`config.mk`:
```
export PLATFORM = sky130hd
export DESIGN_NAME = audio_block_edge_meter_core_flat
export DESIGN_NICKNAME = d
export VERILOG_FILES = /design/src/sv/abem_pkg.sv /design/src/sv/abem_if.sv /design/src/sv/audio_block_edge_meter_core.sv /design/src/sv/abem_regs.sv /design/src/sv/abem_front.sv /design/src/sv/abem_accum.sv /design/src/flat_wrapper.sv
export SDC_FILE = /design/constraint.sdc
export NUM_CORES = 1
export LEC_CHECK = 0
export ABC_AREA = 1
export BUFFER_PORTS_ARGS = -buffer_cell sky130_fd_sc_hd__buf_2
export CAP_MARGIN = 20
export CORE_MARGIN = 1
export CORE_UTILIZATION = 40
export CTS_BUF_LIST = sky130_fd_sc_hd__clkbuf_4 sky130_fd_sc_hd__clkbuf_8 sky130_fd_sc_hd__clkbuf_16
export DETAILED_ROUTE_END_ITERATION = 10
export HOLD_SLACK_MARGIN = 0.08
export PLACE_DENSITY = 0.63
export SYNTH_ARGS = -nofsm -noshare
export SYNTH_HDL_FRONTEND = slang
export SYNTH_HIERARCHICAL = 1
export SYNTH_SLANG_ARGS = --single-unit
```
`constraint.sdc`:
```
create_clock -name clk -period 14.9 [get_ports clk]
set_input_delay 1.49 -clock clk [delete_from_list [all_inputs] [get_ports clk]]
set_output_delay 1.49 -clock clk [all_outputs]
set_load 0.02 [all_outputs]
```
`src/sv/abem_pkg.sv`:
```
// Shared types, widths and defaults for the audio block edge meter.
`timescale 1ns / 1ps

package abem_pkg;

	// Parameter defaults
	localparam int BLOCK_FRAMES_DEF = 64;
	localparam int COUNT_BITS_DEF   = 24;

	// Field widths
	localparam int SAMPLE_W   = 16;
	localparam int MAG_W      = 16;
	localparam int SQ_W       = 31;
	localparam int SUMSQ_W    = 55;
	localparam int TOTAL_W    = 25;
	localparam int STEP_W     = 16;
	localparam int CHAN_CNT_W = 4;
	localparam int CHAN_POS_W = 3;

	// Channel count limits
	localparam logic [CHAN_CNT_W-1:0] MIN_CHANNELS = 4'd1;
	localparam logic [CHAN_CNT_W-1:0] MAX_CHANNELS = 4'd8;

	// Sum of squares ceiling, 2^54
	localparam logic [SUMSQ_W-1:0] SUMSQ_CAP = {1'b1, {(SUMSQ_W-1){1'b0}}};

	// Register port
	localparam int APB_ADDR_W  = 3;
	localparam int APB_DATA_W  = 32;
	localparam int REG_IDX_LSB = 2;
	localparam logic [0:0] REG_CHANNEL_COUNT = 1'b0;

	// Product stage payload, from the input stage to the accumulator stage
	typedef struct packed {
		logic signed [SAMPLE_W-1:0] sample;
		logic                       last;
		logic [MAG_W-1:0]           mag;
		logic [SQ_W-1:0]            sq;
	} abem_prod_t;

	// One buffer report
	typedef struct packed {
		logic [MAG_W-1:0]   peak_magnitude;
		logic [SUMSQ_W-1:0] sum_of_squares;
		logic [TOTAL_W-1:0] sample_total;
		logic [STEP_W-1:0]  worst_edge_step;
		logic [STEP_W-1:0]  worst_inner_step;
		logic               edge_jump_flag;
	} abem_result_t;

endpackage

```
`src/sv/abem_if.sv`:
```
// Stream interfaces: sample channel and meter result channel.
`timescale 1ns / 1ps

interface abem_sample_if;
	import abem_pkg::*;

	logic                       valid;
	logic                       ready;
	logic signed [SAMPLE_W-1:0] sample;
	logic                       last_sample;

	modport source (output valid, output sample, output last_sample, input ready);
	modport sink (input valid, input sample, input last_sample, output ready);
endinterface

interface abem_meter_if;
	import abem_pkg::*;

	logic               valid;
	logic               ready;
	logic [MAG_W-1:0]   peak_magnitude;
	logic [SUMSQ_W-1:0] sum_of_squares;
	logic [TOTAL_W-1:0] sample_total;
	logic [STEP_W-1:0]  worst_edge_step;
	logic [STEP_W-1:0]  worst_inner_step;
	logic               edge_jump_flag;

	modport source (output valid, output peak_magnitude, output sum_of_squares,
		output sample_total, output worst_edge_step, output worst_inner_step,
		output edge_jump_flag, input ready);
	modport sink (input valid, input peak_magnitude, input sum_of_squares,
		input sample_total, input worst_edge_step, input worst_inner_step,
		input edge_jump_flag, output ready);
endinterface

```
`src/sv/audio_block_edge_meter_core.sv`:
```
// Top level of the audio block edge meter.
//
//   channel    dir   handshake        payload
//   sample_ch  in    valid/ready      sample, last_sample
//   meter_ch   out   valid/ready      peak, sum of squares, count, edge/inner steps, flag
//   APB        in    psel/penable     channel_count at byte address 0
//
// One sample per clock while sample_ch.ready is high. An accepted sample is
// registered and squared in the input stage, moves into the product register
// and is then folded into the running figures; on a last sample the report is
// loaded into the result register together with that fold.
// Reset is asynchronous and clears all buffer state; channel_count returns to 1.
// sample_ch.ready drops only while a last sample sits in the accumulator stage
// and the previous report has not yet been taken.
`timescale 1ns / 1ps

module audio_block_edge_meter_core #(
	parameter int BLOCK_FRAMES = abem_pkg::BLOCK_FRAMES_DEF,
	parameter int COUNT_BITS   = abem_pkg::COUNT_BITS_DEF
) (
	input  logic                            clk,
	input  logic                            arst_n,
	input  logic                            psel,
	input  logic                            penable,
	input  logic                            pwrite,
	input  logic [abem_pkg::APB_ADDR_W-1:0] paddr,
	input  logic [abem_pkg::APB_DATA_W-1:0] pwdata,
	output logic [abem_pkg::APB_DATA_W-1:0] prdata,
	output logic                            pready,
	abem_sample_if.sink                     sample_ch,
	abem_meter_if.source                    meter_ch
);
	import abem_pkg::*;

	logic [CHAN_CNT_W-1:0] channel_count;
	logic                  advance;
	logic                  prod_valid;
	abem_prod_t            prod;
	logic                  res_valid;
	abem_result_t          res;

	// Configuration
	abem_regs u_regs (
		.clk           (clk),
		.arst_n        (arst_n),
		.psel          (psel),
		.penable       (penable),
		.pwrite        (pwrite),
		.paddr         (paddr),
		.pwdata        (pwdata),
		.prdata        (prdata),
		.pready        (pready),
		.channel_count (channel_count)
	);

	// Input register and squarer
	abem_front u_front (
		.clk        (clk),
		.arst_n     (arst_n),
		.in_valid   (sample_ch.valid),
		.in_sample  (sample_ch.sample),
		.in_last    (sample_ch.last_sample),
		.advance    (advance),
		.prod_valid (prod_valid),
		.prod       (prod)
	);

	// Running figures and report
	abem_accum #(
		.BLOCK_FRAMES (BLOCK_FRAMES),
		.COUNT_BITS   (COUNT_BITS)
	) u_accum (
		.clk           (clk),
		.arst_n        (arst_n),
		.prod_valid    (prod_valid),
		.prod          (prod),
		.channel_count (channel_count),
		.res_ready     (meter_ch.ready),
		.advance       (advance),
		.res_valid     (res_valid),
		.res           (res)
	);

	assign sample_ch.ready = advance;

	assign meter_ch.valid            = res_valid;
	assign meter_ch.peak_magnitude   = res.peak_magnitude;
	assign meter_ch.sum_of_squares   = res.sum_of_squares;
	assign meter_ch.sample_total     = res.sample_total;
	assign meter_ch.worst_edge_step  = res.worst_edge_step;
	assign meter_ch.worst_inner_step = res.worst_inner_step;
	assign meter_ch.edge_jump_flag   = res.edge_jump_flag;

endmodule

```
`src/sv/abem_regs.sv`:
```
// Configuration register file: channel count behind an APB-style port.
`timescale 1ns / 1ps

module abem_regs (
	input  logic                                clk,
	input  logic                                arst_n,
	input  logic                                psel,
	input  logic                                penable,
	input  logic                                pwrite,
	input  logic [abem_pkg::APB_ADDR_W-1:0]     paddr,
	input  logic [abem_pkg::APB_DATA_W-1:0]     pwdata,
	output logic [abem_pkg::APB_DATA_W-1:0]     prdata,
	output logic                                pready,
	output logic [abem_pkg::CHAN_CNT_W-1:0]     channel_count
);
	import abem_pkg::*;

	logic [0:0]            reg_idx;
	logic                  wr_en;
	logic [CHAN_CNT_W-1:0] chan_cnt_q;

	assign reg_idx = paddr[REG_IDX_LSB +: 1];
	assign pready  = 1'b1;
	assign wr_en   = psel & penable & pwrite & pready;

	// Register write; unknown indexes are dropped
	always_ff @(posedge clk or negedge arst_n) begin
		if (!arst_n) begin
			chan_cnt_q <= MIN_CHANNELS;
		end else if (wr_en) begin
			unique case (reg_idx)
				REG_CHANNEL_COUNT: chan_cnt_q <= pwdata[CHAN_CNT_W-1:0];
				default: ;
			endcase
		end
	end

	// Read mux
	always_comb begin
		unique case (reg_idx)
			REG_CHANNEL_COUNT: prdata = APB_DATA_W'(chan_cnt_q);
			default:           prdata = '0;
		endcase
	end

	assign channel_count = chan_cnt_q;

endmodule

```
`src/sv/abem_front.sv`:
```
// Input stage: sample register, magnitude and square.
`timescale 1ns / 1ps

module abem_front (
	input  logic                                clk,
	input  logic                                arst_n,
	input  logic                                in_valid,
	input  logic signed [abem_pkg::SAMPLE_W-1:0] in_sample,
	input  logic                                in_last,
	input  logic                                advance,
	output logic                                prod_valid,
	output abem_pkg::abem_prod_t                prod
);
	import abem_pkg::*;

	logic                       valid_s1;
	logic signed [SAMPLE_W-1:0] sample_s1;
	logic                       last_s1;
	logic [MAG_W-1:0]           mag;
	logic [2*MAG_W-1:0]         sq_full;

	// Input register control
	always_ff @(posedge clk or negedge arst_n) begin
		if (!arst_n) begin
			valid_s1 <= 1'b0;
		end else if (advance) begin
			valid_s1 <= in_valid;
		end
	end

	// Input register payload
	always_ff @(posedge clk) begin
		if (advance && in_valid) begin
			sample_s1 <= in_sample;
			last_s1   <= in_last;
		end
	end

	// |x| fits 16 bits unsigned, including -32768
	assign mag     = sample_s1[SAMPLE_W-1] ? MAG_W'(~sample_s1 + 1'b1) : MAG_W'(sample_s1);
	assign sq_full = {{MAG_W{1'b0}}, mag} * {{MAG_W{1'b0}}, mag};

	assign prod_valid  = valid_s1;
	assign prod.sample = sample_s1;
	assign prod.last   = last_s1;
	assign prod.mag    = mag;
	assign prod.sq     = sq_full[SQ_W-1:0];

endmodule

```
`src/sv/abem_accum.sv`:
```
// Accumulator stage: running figures, frame counters and the result register.
`timescale 1ns / 1ps

module abem_accum #(
	parameter int BLOCK_FRAMES = abem_pkg::BLOCK_FRAMES_DEF,
	parameter int COUNT_BITS   = abem_pkg::COUNT_BITS_DEF
) (
	input  logic                            clk,
	input  logic                            arst_n,
	input  logic                            prod_valid,
	input  abem_pkg::abem_prod_t            prod,
	input  logic [abem_pkg::CHAN_CNT_W-1:0] channel_count,
	input  logic                            res_ready,
	output logic                            advance,
	output logic                            res_valid,
	output abem_pkg::abem_result_t          res
);
	import abem_pkg::*;

	localparam int FRAME_W = $clog2(BLOCK_FRAMES);
	localparam int CNT_W   = COUNT_BITS + 1;

	// Product register
	logic       valid_s2;
	abem_prod_t prod_s2;

	// Running state
	logic signed [SAMPLE_W-1:0] prev_q;
	logic                       first_q;
	logic [CHAN_POS_W-1:0]      chan_pos_q;
	logic [FRAME_W-1:0]         frame_pos_q;
	logic [MAG_W-1:0]           peak_q;
	logic [SUMSQ_W-1:0]         sumsq_q;
	logic [CNT_W-1:0]           count_q;
	logic [STEP_W-1:0]          edge_q;
	logic [STEP_W-1:0]          inner_q;

	// Next values
	logic [MAG_W-1:0]      peak_nx;
	logic [SUMSQ_W:0]      sum_ext;
	logic [SUMSQ_W-1:0]    sumsq_nx;
	logic [CNT_W-1:0]      count_nx;
	logic [SAMPLE_W:0]     diff;
	logic [SAMPLE_W:0]     diff_abs;
	logic [STEP_W-1:0]     step;
	logic [STEP_W-1:0]     edge_nx;
	logic [STEP_W-1:0]     inner_nx;
	logic [CHAN_CNT_W-1:0] chans;
	logic                  frame_done;
	logic                  block_done;
	logic [CHAN_POS_W-1:0] chan_pos_nx;
	logic [FRAME_W-1:0]    frame_pos_nx;
	logic [TOTAL_W-1:0]    total_nx;

	logic         hold;
	logic         retire;
	logic         res_valid_q;
	abem_result_t res_q;

	// A last item waits while the previous report is still unread
	assign hold    = valid_s2 & prod_s2.last & res_valid_q & ~res_ready;
	assign advance = ~hold;
	assign retire  = valid_s2 & ~hold;

	// Product register control
	always_ff @(posedge clk or negedge arst_n) begin
		if (!arst_n) begin
			valid_s2 <= 1'b0;
		end else if (advance) begin
			valid_s2 <= prod_valid;
		end
	end

	// Product register payload
	always_ff @(posedge clk) begin
		if (advance && prod_valid) begin
			prod_s2 <= prod;
		end
	end

	// Peak and saturating sum of squares
	assign peak_nx  = (prod_s2.mag > peak_q) ? prod_s2.mag : peak_q;
	assign sum_ext  = {1'b0, sumsq_q} + (SUMSQ_W+1)'(prod_s2.sq);
	assign sumsq_nx = (sum_ext >= {1'b0, SUMSQ_CAP}) ? SUMSQ_CAP : sum_ext[SUMSQ_W-1:0];

	// Sample count stops at 2^COUNT_BITS
	assign count_nx = count_q[COUNT_BITS] ? count_q : count_q + CNT_W'(1);

	// Step from the previous sample, split by frame position
	assign diff     = {prod_s2.sample[SAMPLE_W-1], prod_s2.sample} - {prev_q[SAMPLE_W-1], prev_q};
	assign diff_abs = diff[SAMPLE_W] ? (~diff + 1'b1) : diff;
	assign step     = diff_abs[STEP_W-1:0];

	always_comb begin
		edge_nx  = edge_q;
		inner_nx = inner_q;
		if (!first_q) begin
			if (frame_pos_q == '0) begin
				if (step > edge_q) edge_nx = step;
			end else begin
				if (step > inner_q) inner_nx = step;
			end
		end
	end

	// Channel and block-frame counters
	always_comb begin
		priority if (channel_count == '0) begin
			chans = MIN_CHANNELS;
		end else if (channel_count > MAX_CHANNELS) begin
			chans = MAX_CHANNELS;
		end else begin
			chans = channel_count;
		end
	end

	assign frame_done = ({1'b0, chan_pos_q} + CHAN_CNT_W'(1)) >= chans;
	assign block_done = ({1'b0, frame_pos_q} + (FRAME_W+1)'(1)) >= (FRAME_W+1)'(BLOCK_FRAMES);

	always_comb begin
		chan_pos_nx  = chan_pos_q + 1'b1;
		frame_pos_nx = frame_pos_q;
		if (frame_done) begin
			chan_pos_nx  = '0;
			frame_pos_nx = block_done ? '0 : frame_pos_q + 1'b1;
		end
	end

	// Count to report width: zero-extend or drop high bits
	for (genvar i = 0; i < TOTAL_W; i++) begin : g_total
		if (i < CNT_W) begin : g_bit
			assign total_nx[i] = count_nx[i];
		end else begin : g_zero
			assign total_nx[i] = 1'b0;
		end
	end

	// State update; a last item clears everything after reporting
	always_ff @(posedge clk or negedge arst_n) begin
		if (!arst_n) begin
			prev_q      <= '0;
			first_q     <= 1'b1;
			chan_pos_q  <= '0;
			frame_pos_q <= '0;
			peak_q      <= '0;
			sumsq_q     <= '0;
			count_q     <= '0;
			edge_q      <= '0;
			inner_q     <= '0;
		end else if (retire) begin
			if (prod_s2.last) begin
				prev_q      <= '0;
				first_q     <= 1'b1;
				chan_pos_q  <= '0;
				frame_pos_q <= '0;
				peak_q      <= '0;
				sumsq_q     <= '0;
				count_q     <= '0;
				edge_q      <= '0;
				inner_q     <= '0;
			end else begin
				prev_q      <= prod_s2.sample;
				first_q     <= 1'b0;
				chan_pos_q  <= chan_pos_nx;
				frame_pos_q <= frame_pos_nx;
				peak_q      <= peak_nx;
				sumsq_q     <= sumsq_nx;
				count_q     <= count_nx;
				edge_q      <= edge_nx;
				inner_q     <= inner_nx;
			end
		end
	end

	// Result register control
	always_ff @(posedge clk or negedge arst_n) begin
		if (!arst_n) begin
			res_valid_q <= 1'b0;
		end else if (retire && prod_s2.last) begin
			res_valid_q <= 1'b1;
		end else if (res_ready) begin
			res_valid_q <= 1'b0;
		end
	end

	// Result register payload
	always_ff @(posedge clk) begin
		if (retire && prod_s2.last) begin
			res_q.peak_magnitude   <= peak_nx;
			res_q.sum_of_squares   <= sumsq_nx;
			res_q.sample_total     <= total_nx;
			res_q.worst_edge_step  <= edge_nx;
			res_q.worst_inner_step <= inner_nx;
			res_q.edge_jump_flag   <= edge_nx > inner_nx;
		end
	end

	assign res_valid = res_valid_q;
	assign res       = res_q;

endmodule

```
`src/flat_wrapper.sv`:
```
// flat-port wrapper written by rule: the top's interface ports become plain ports
module audio_block_edge_meter_core_flat import abem_pkg::*;
#(
	parameter int BLOCK_FRAMES = abem_pkg::BLOCK_FRAMES_DEF,
	parameter int COUNT_BITS   = abem_pkg::COUNT_BITS_DEF
)
  (clk, arst_n, psel, penable, pwrite, paddr, pwdata, prdata, pready, sample_ch_valid, sample_ch_sample, sample_ch_last_sample, sample_ch_ready, meter_ch_valid, meter_ch_peak_magnitude, meter_ch_sum_of_squares, meter_ch_sample_total, meter_ch_worst_edge_step, meter_ch_worst_inner_step, meter_ch_edge_jump_flag, meter_ch_ready);
  abem_sample_if sample_ch_i ();
  abem_meter_if meter_ch_i ();
  input  logic clk;
  input  logic arst_n;
  input  logic psel;
  input  logic penable;
  input  logic pwrite;
  input  logic [abem_pkg::APB_ADDR_W-1:0] paddr;
  input  logic [abem_pkg::APB_DATA_W-1:0] pwdata;
  output logic [abem_pkg::APB_DATA_W-1:0] prdata;
  output logic pready;
  input wire logic [$bits(sample_ch_i.valid)-1:0] sample_ch_valid;
  input wire logic [$bits(sample_ch_i.sample)-1:0] sample_ch_sample;
  input wire logic [$bits(sample_ch_i.last_sample)-1:0] sample_ch_last_sample;
  output wire logic [$bits(sample_ch_i.ready)-1:0] sample_ch_ready;
  output wire logic [$bits(meter_ch_i.valid)-1:0] meter_ch_valid;
  output wire logic [$bits(meter_ch_i.peak_magnitude)-1:0] meter_ch_peak_magnitude;
  output wire logic [$bits(meter_ch_i.sum_of_squares)-1:0] meter_ch_sum_of_squares;
  output wire logic [$bits(meter_ch_i.sample_total)-1:0] meter_ch_sample_total;
  output wire logic [$bits(meter_ch_i.worst_edge_step)-1:0] meter_ch_worst_edge_step;
  output wire logic [$bits(meter_ch_i.worst_inner_step)-1:0] meter_ch_worst_inner_step;
  output wire logic [$bits(meter_ch_i.edge_jump_flag)-1:0] meter_ch_edge_jump_flag;
  input wire logic [$bits(meter_ch_i.ready)-1:0] meter_ch_ready;
  assign sample_ch_i.valid = sample_ch_valid;
  assign sample_ch_i.sample = sample_ch_sample;
  assign sample_ch_i.last_sample = sample_ch_last_sample;
  assign sample_ch_ready = sample_ch_i.ready;
  assign meter_ch_valid = meter_ch_i.valid;
  assign meter_ch_peak_magnitude = meter_ch_i.peak_magnitude;
  assign meter_ch_sum_of_squares = meter_ch_i.sum_of_squares;
  assign meter_ch_sample_total = meter_ch_i.sample_total;
  assign meter_ch_worst_edge_step = meter_ch_i.worst_edge_step;
  assign meter_ch_worst_inner_step = meter_ch_i.worst_inner_step;
  assign meter_ch_edge_jump_flag = meter_ch_i.edge_jump_flag;
  assign meter_ch_i.ready = meter_ch_ready;
  audio_block_edge_meter_core #(.BLOCK_FRAMES(BLOCK_FRAMES), .COUNT_BITS(COUNT_BITS)) u_core (.clk(clk), .arst_n(arst_n), .psel(psel), .penable(penable), .pwrite(pwrite), .paddr(paddr), .pwdata(pwdata), .prdata(prdata), .pready(pready), .sample_ch(sample_ch_i), .meter_ch(meter_ch_i));
endmodule
```
Word level (Yosys, flattened, before mapping) --
Index checks and enable logic that the tools add are counted.
Operators by class: magnitude comparators 8, multipliers 1, muxes and demuxes 28, reductions and logical operators 9, add/sub/neg operators 9, bitwise logic cells 11
Operators by type and width (count):
- $mux W16 | 13
- $mux W55 | 2
- $gt A16 B16 Y1 | 4
- $add A55 B31 Y56 | 1
- $ge A56 B55 Y1 const B | 1
- $mux W25 | 2
- $add A16 B1 Y16 const B | 2
- $not A16 Y16 | 2
- $mul A16 B16 Y31 | 1
- $add A25 B1 Y25 const B | 1
- $mux W6 | 3
- $sub A16 B16 Y17 | 1
- $mux W4 | 3
- $add A6 B1 Y7 const B | 1
- $ge A7 B7 Y1 const B | 1
- $add A6 B1 Y6 const B | 1
- $and A1 B1 Y1 | 6
- $logic_not A6 Y1 | 1
- $mux W3 | 2
- $add A3 B1 Y4 const B | 1
- $ge A4 B4 Y1 | 1
- $gt A4 B4 Y1 const B | 1
- $logic_not A4 Y1 | 1
- $reduce_and A2 Y1 | 2
- 5 further kinds | 12
Word-level totals: word-level logic and storage cells 91, bits in registers 371, output and inout bits 164, input bits 59

Logic depth before layout (Yosys ltp) --
depth after elaboration 9, depth in mapped cells 37, mapped depth without buffers 36

Hierarchy --
The synthesis kept the hierarchy.
By module, submodules not included:
- abem_accum | area each 20205.6 µm², cells each 2281, times used 1, sequential area each 9700.6 µm²
- abem_front | area each 8758.4 µm², cells each 1153, times used 1, sequential area each 535.5 µm²
- abem_regs | area each 440.4 µm², cells each 60, times used 1, sequential area each 101.3 µm²

Least setup slack after synthesis --
No wires, ideal clock.
kind input -> register, from input port meter_ch_ready, to register, netlist name u_core/u_accum/res[0], cell stages on the path 2, path slack 7309 ps, arrival time 6969 ps, required time 14278 ps, setup time 622 ps, buffers on the path 0, cells stage by stage nor2_1 > nor2_1
Between the ends: longest elaborated chain between the ends 5
Ends and longest elaborated chain:
- start: declaration | RTL line flat_wrapper.sv:30 | input wire logic [$bits(meter_ch_i.ready)-1:0] meter_ch_ready;
- $not A1 Y1 | RTL line abem_accum.sv:61 | assign hold = valid_s2 & prod_s2.last & res_valid_q & ~res_ready;
- $and A1 B1 Y1 | RTL line abem_accum.sv:61
- $not A1 Y1 | RTL line abem_accum.sv:63 | assign retire = valid_s2 & ~hold;
- $and A1 B1 Y1 | RTL line abem_accum.sv:63
- $logic_and A1 B1 Y1 | RTL line abem_accum.sv:188 | if (retire && prod_s2.last) begin
No other way between the ends. A chain may end at the register's enable or synchronous reset.

==> impl_metrics.json <==
{
  "outcome": "completed",
  "holdPathEnd": "u_core/u_accum/prod_s2[47]",
  "ios": 223,
  "synth-main-ff-cell": "edfxtp_1",
  "endpoint_kind": "register",
  "max_cap_viol_count": 0,
  "fp.dieW_um": 273,
  "ctsResizeCount": 0,
  "regToRegEndpoint": "u_core/u_accum/prod_s2[30]",
  "r2r_cells": 30,
  "hold_buffers": 0,
  "skew_ns": 0.0188,
  "synth_edf_count": 210,
  "fin_crit_ns": 7.91,
  "syn_inst": 3494,
  "totalNegativeSetupSlack_ns": 0,
  "hold_violations": 0,
  "worstSetupPathType": "register to register",
  "avgSynthCellArea_um2": 8.42,
  "critPathArrivalTime_ns": 8.19,
  "critPathRequiredTime_ns": 15.18,
  "cts_root_buf": "clkbuf_16",
  "ctsLongestPathBuffers": 3,
  "path_clk_slew_ns": 0.06,
  "yosysWarnings": 6,
  "wl_per_cell_um": 15.4,
  "fin_crit_sh_pct": 53.1,
  "hold_class": "register to register",
  "hpwlAfterDp_um": 55200,
  "slew_headroom_pct": 30.6,
  "final_max_slew_viol_count": 0,
  "cts_setup_buffers": 0,
  "placed_area_um2": 31000,
  "grt_max_degree": 101,
  "crit_fanout": 17,
  "dieArea_um2": 74600,
  "timing.rr.start": "u_core/u_front/sample_s1[0]",
  "drive_gt1_share_pct": 11.1,
  "synthToLayoutAreaGrowth_pct": 9.99,
  "r2r_slack_ns": 6.99,
  "vias": 22600,
  "setup_viol": 0,
  "core_area_um2": 72800,
  "first_pass_iters": 5,
  "critPathLaunchType": "register",
  "cp-startpoint": "u_core/u_front/sample_s1[0]",
  "yosysUniqueCellTypes": 65,
  "gp_congestion": 0.946,
  "num_antenna_cells": 0,
  "grt_pass1_wl_um": 117000,
  "port_buffers": 163,
  "cts_tree": "built",
  "routed_wl_um": 71500,
  "clk_latency_ns": 0.56,
  "tightest_slew_ns": 1.04,
  "hold_slack_ns": 0.434,
  "ys_seq_area_share_pct": 35.2,
  "fmax_mhz": 126,
  "critPathMaxStageDelay_ns": 0.57,
  "rsz0062_at_grt": "false",
  "vias_per_cell": 4.88,
  "fin_nets": 4086,
  "critPathSlowestCell": "edfxtp_1",
  "drtIter0Drc": 1772,
  "final_area_um2": 32300,
  "grt_overflow_total": 0,
  "numCtsBuffers": 40,
  "async_reset_ff_share_pct": 43.4,
  "hp-start": "u_core/u_front/last_s1",
  "worstHoldPathCells": 0,
  "htreeDepth": 2,
  "ys_seq_elements": 371,
  "nFillCells": 7176,
  "ant_nets": 0,
  "grt_pass1_vias": 22400,
  "die_y_um": 273,
  "drcViolationCount": 0,
  "antenna_found_initial": 0,
  "syn_area_um2": 29400,
  "start_util_pct": 40.4,
  "cts_sinks": 371,
  "track_usage_pct": 19.5,
  "rows": 99
}
-- cell families after synthesis --
| kind of cell | Yosys count | share of synthesized area [%] |
|---|---|---|
| flip-flops | 371 | 35.2 |
| buffers and inverters | 814 | 11.4 |
| AO/OA/AOI/OAI | 379 | 7.43 |
| other | 4 | 0.0510 |
| XOR/XNOR | 96 | 3.11 |
| AND/OR/NAND/NOR | 1448 | 22.3 |
| adder cells (fa/ha/maj) | 382 | 20.5 |
-- layout make-up --
| cell class | count | area (um2) | share of cell area, % |
|---|---|---|---|
| clock inverters | 24 | 268 | 0.828 |
| flip-flops and latches | 371 | 10300 | 32.0 |
| inverters | 712 | 2670 | 8.26 |
| well taps | 959 | 1200 | 3.71 |
| clock buffers | 48 | 1080 | 3.33 |
| multi-input cells | 2346 | 15900 | 49.1 |
| repair buffers | 174 | 905 | 2.80 |
-- registers in the layout, indices dropped and copies added (netlist names) --
register,cells
u_core/u_accum/prev_q,16
u_core/u_front/last_s1,1
u_core/u_accum/chan_pos_q,3
u_core/u_regs/channel_count,4
u_core/u_accum/edge_q,16
u_core/u_accum/peak_q,16
u_core/u_accum/sumsq_q,55
u_core/u_front/sample_s1,16
u_core/u_accum/first_q,1
u_core/u_accum/res_valid,1
u_core/u_accum/count_q,25
u_core/u_accum/prod_s2,64
u_core/u_front/prod_valid,1
u_core/u_accum/inner_q,16
u_core/u_accum/valid_s2,1
u_core/u_accum/frame_pos_q,6
u_core/u_accum/res,129
-- through the flow --
step	instances	utilization, %	setup slack, ns
2_1_floorplan	3531	-	7.31
3_3_place_gp	4562	42.6	7.02
3_5_place_dp	4562	42.6	6.94
4_1_cts	4634	44.4	6.93
5_1_grt	4634	44.4	6.51
6_report	4634	44.4	6.99
-- how the worst max path moves through the flow --
stage / to / slack (ns) / cells after the start
after detailed placement: u_core/u_accum/prod_s2[30] / 6.94 / 30
after global placement: u_core/u_accum/prod_s2[30] / 7.02 / 30
after CTS: u_core/u_accum/prod_s2[30] / 6.93 / 30
after global routing: u_core/u_accum/prod_s2[30] / 6.51 / 30
after floorplan: u_core/u_accum/res[0] / 7.31 / 2
final: u_core/u_accum/prod_s2[30] / 6.99 / 30
-- placed cells by master, fill, tap and decap left out, types with 20 or more instances in the layout --
master / Yosys / final
nand2_1: 781 / 781
inv_1: 692 / 691
nor2_1: 245 / 241
ha_1: 215 / 215
edfxtp_1: 210 / 210
fa_1: 167 / 167
buf_2: 13 / 162
dfrtp_1: 159 / 159
nand3_1: 151 / 151
o21ai_0: 129 / 129
a21oi_1: 112 / 112
xor2_1: 79 / 79
nand4_1: 57 / 57
nor3_1: 47 / 47
nand3_2: 43 / 43
clkbuf_16: 0 / 41
conb_1: 4 / 41
o21ai_1: 38 / 38
nand2_2: 28 / 28
nand3b_1: 23 / 23
and2_1: 22 / 22
inv_2: 19 / 20
-- worst max-delay path, delay by kind of cell (launching register included) --
kind	cells	cell delay, ns
fa+ha+maj	8	3.72
simple gates	12	1.85
buf+inv	9	1.37
flops	1	0.57
compound gates	1	0.12
-- synth_stat cells, types with 9 or more instances --
cell        n  area share, %
ha_1      215            9.1
o21a_1     10           0.26
a21o_1      9           0.23
nor4_1     10           0.21
o21ai_2    13           0.39
o21bai_1   15           0.38
edfxtp_1  210             21
inv_2      19           0.24
dfrtp_1   159             14
o22ai_1    18           0.38
buf_2      13           0.22
nor2_2     11           0.23
inv_1     692            8.8
nand3_2    43            1.5
o21ai_0   129            2.2
clkbuf_1   33           0.42
nand3_1   151            2.6
buf_4      39            1.0
a21oi_1   112            1.9
and2_1     22           0.47
xor2_1     79            2.4
fa_1      167             11
nand2_1   781             10
xnor2_1    10           0.30
nor2_1    245            3.1
nand2_2    28           0.60
a21oi_2    10           0.30
nand3b_1   23           0.59
o21ai_1    38           0.65
nor3_1     47           0.80
nand4_1    57            1.2
-- per-layer routing --
layer  global-route usage [%]  wire, um
met1                     27.1     33800
met5                        0         0
met3                     2.13      3290
met4                     4.23      1190
met2                     32.7     33300
Power is not shown: default switching activity piles up to over one toggle a cycle in this logic, so the estimate is an artifact.
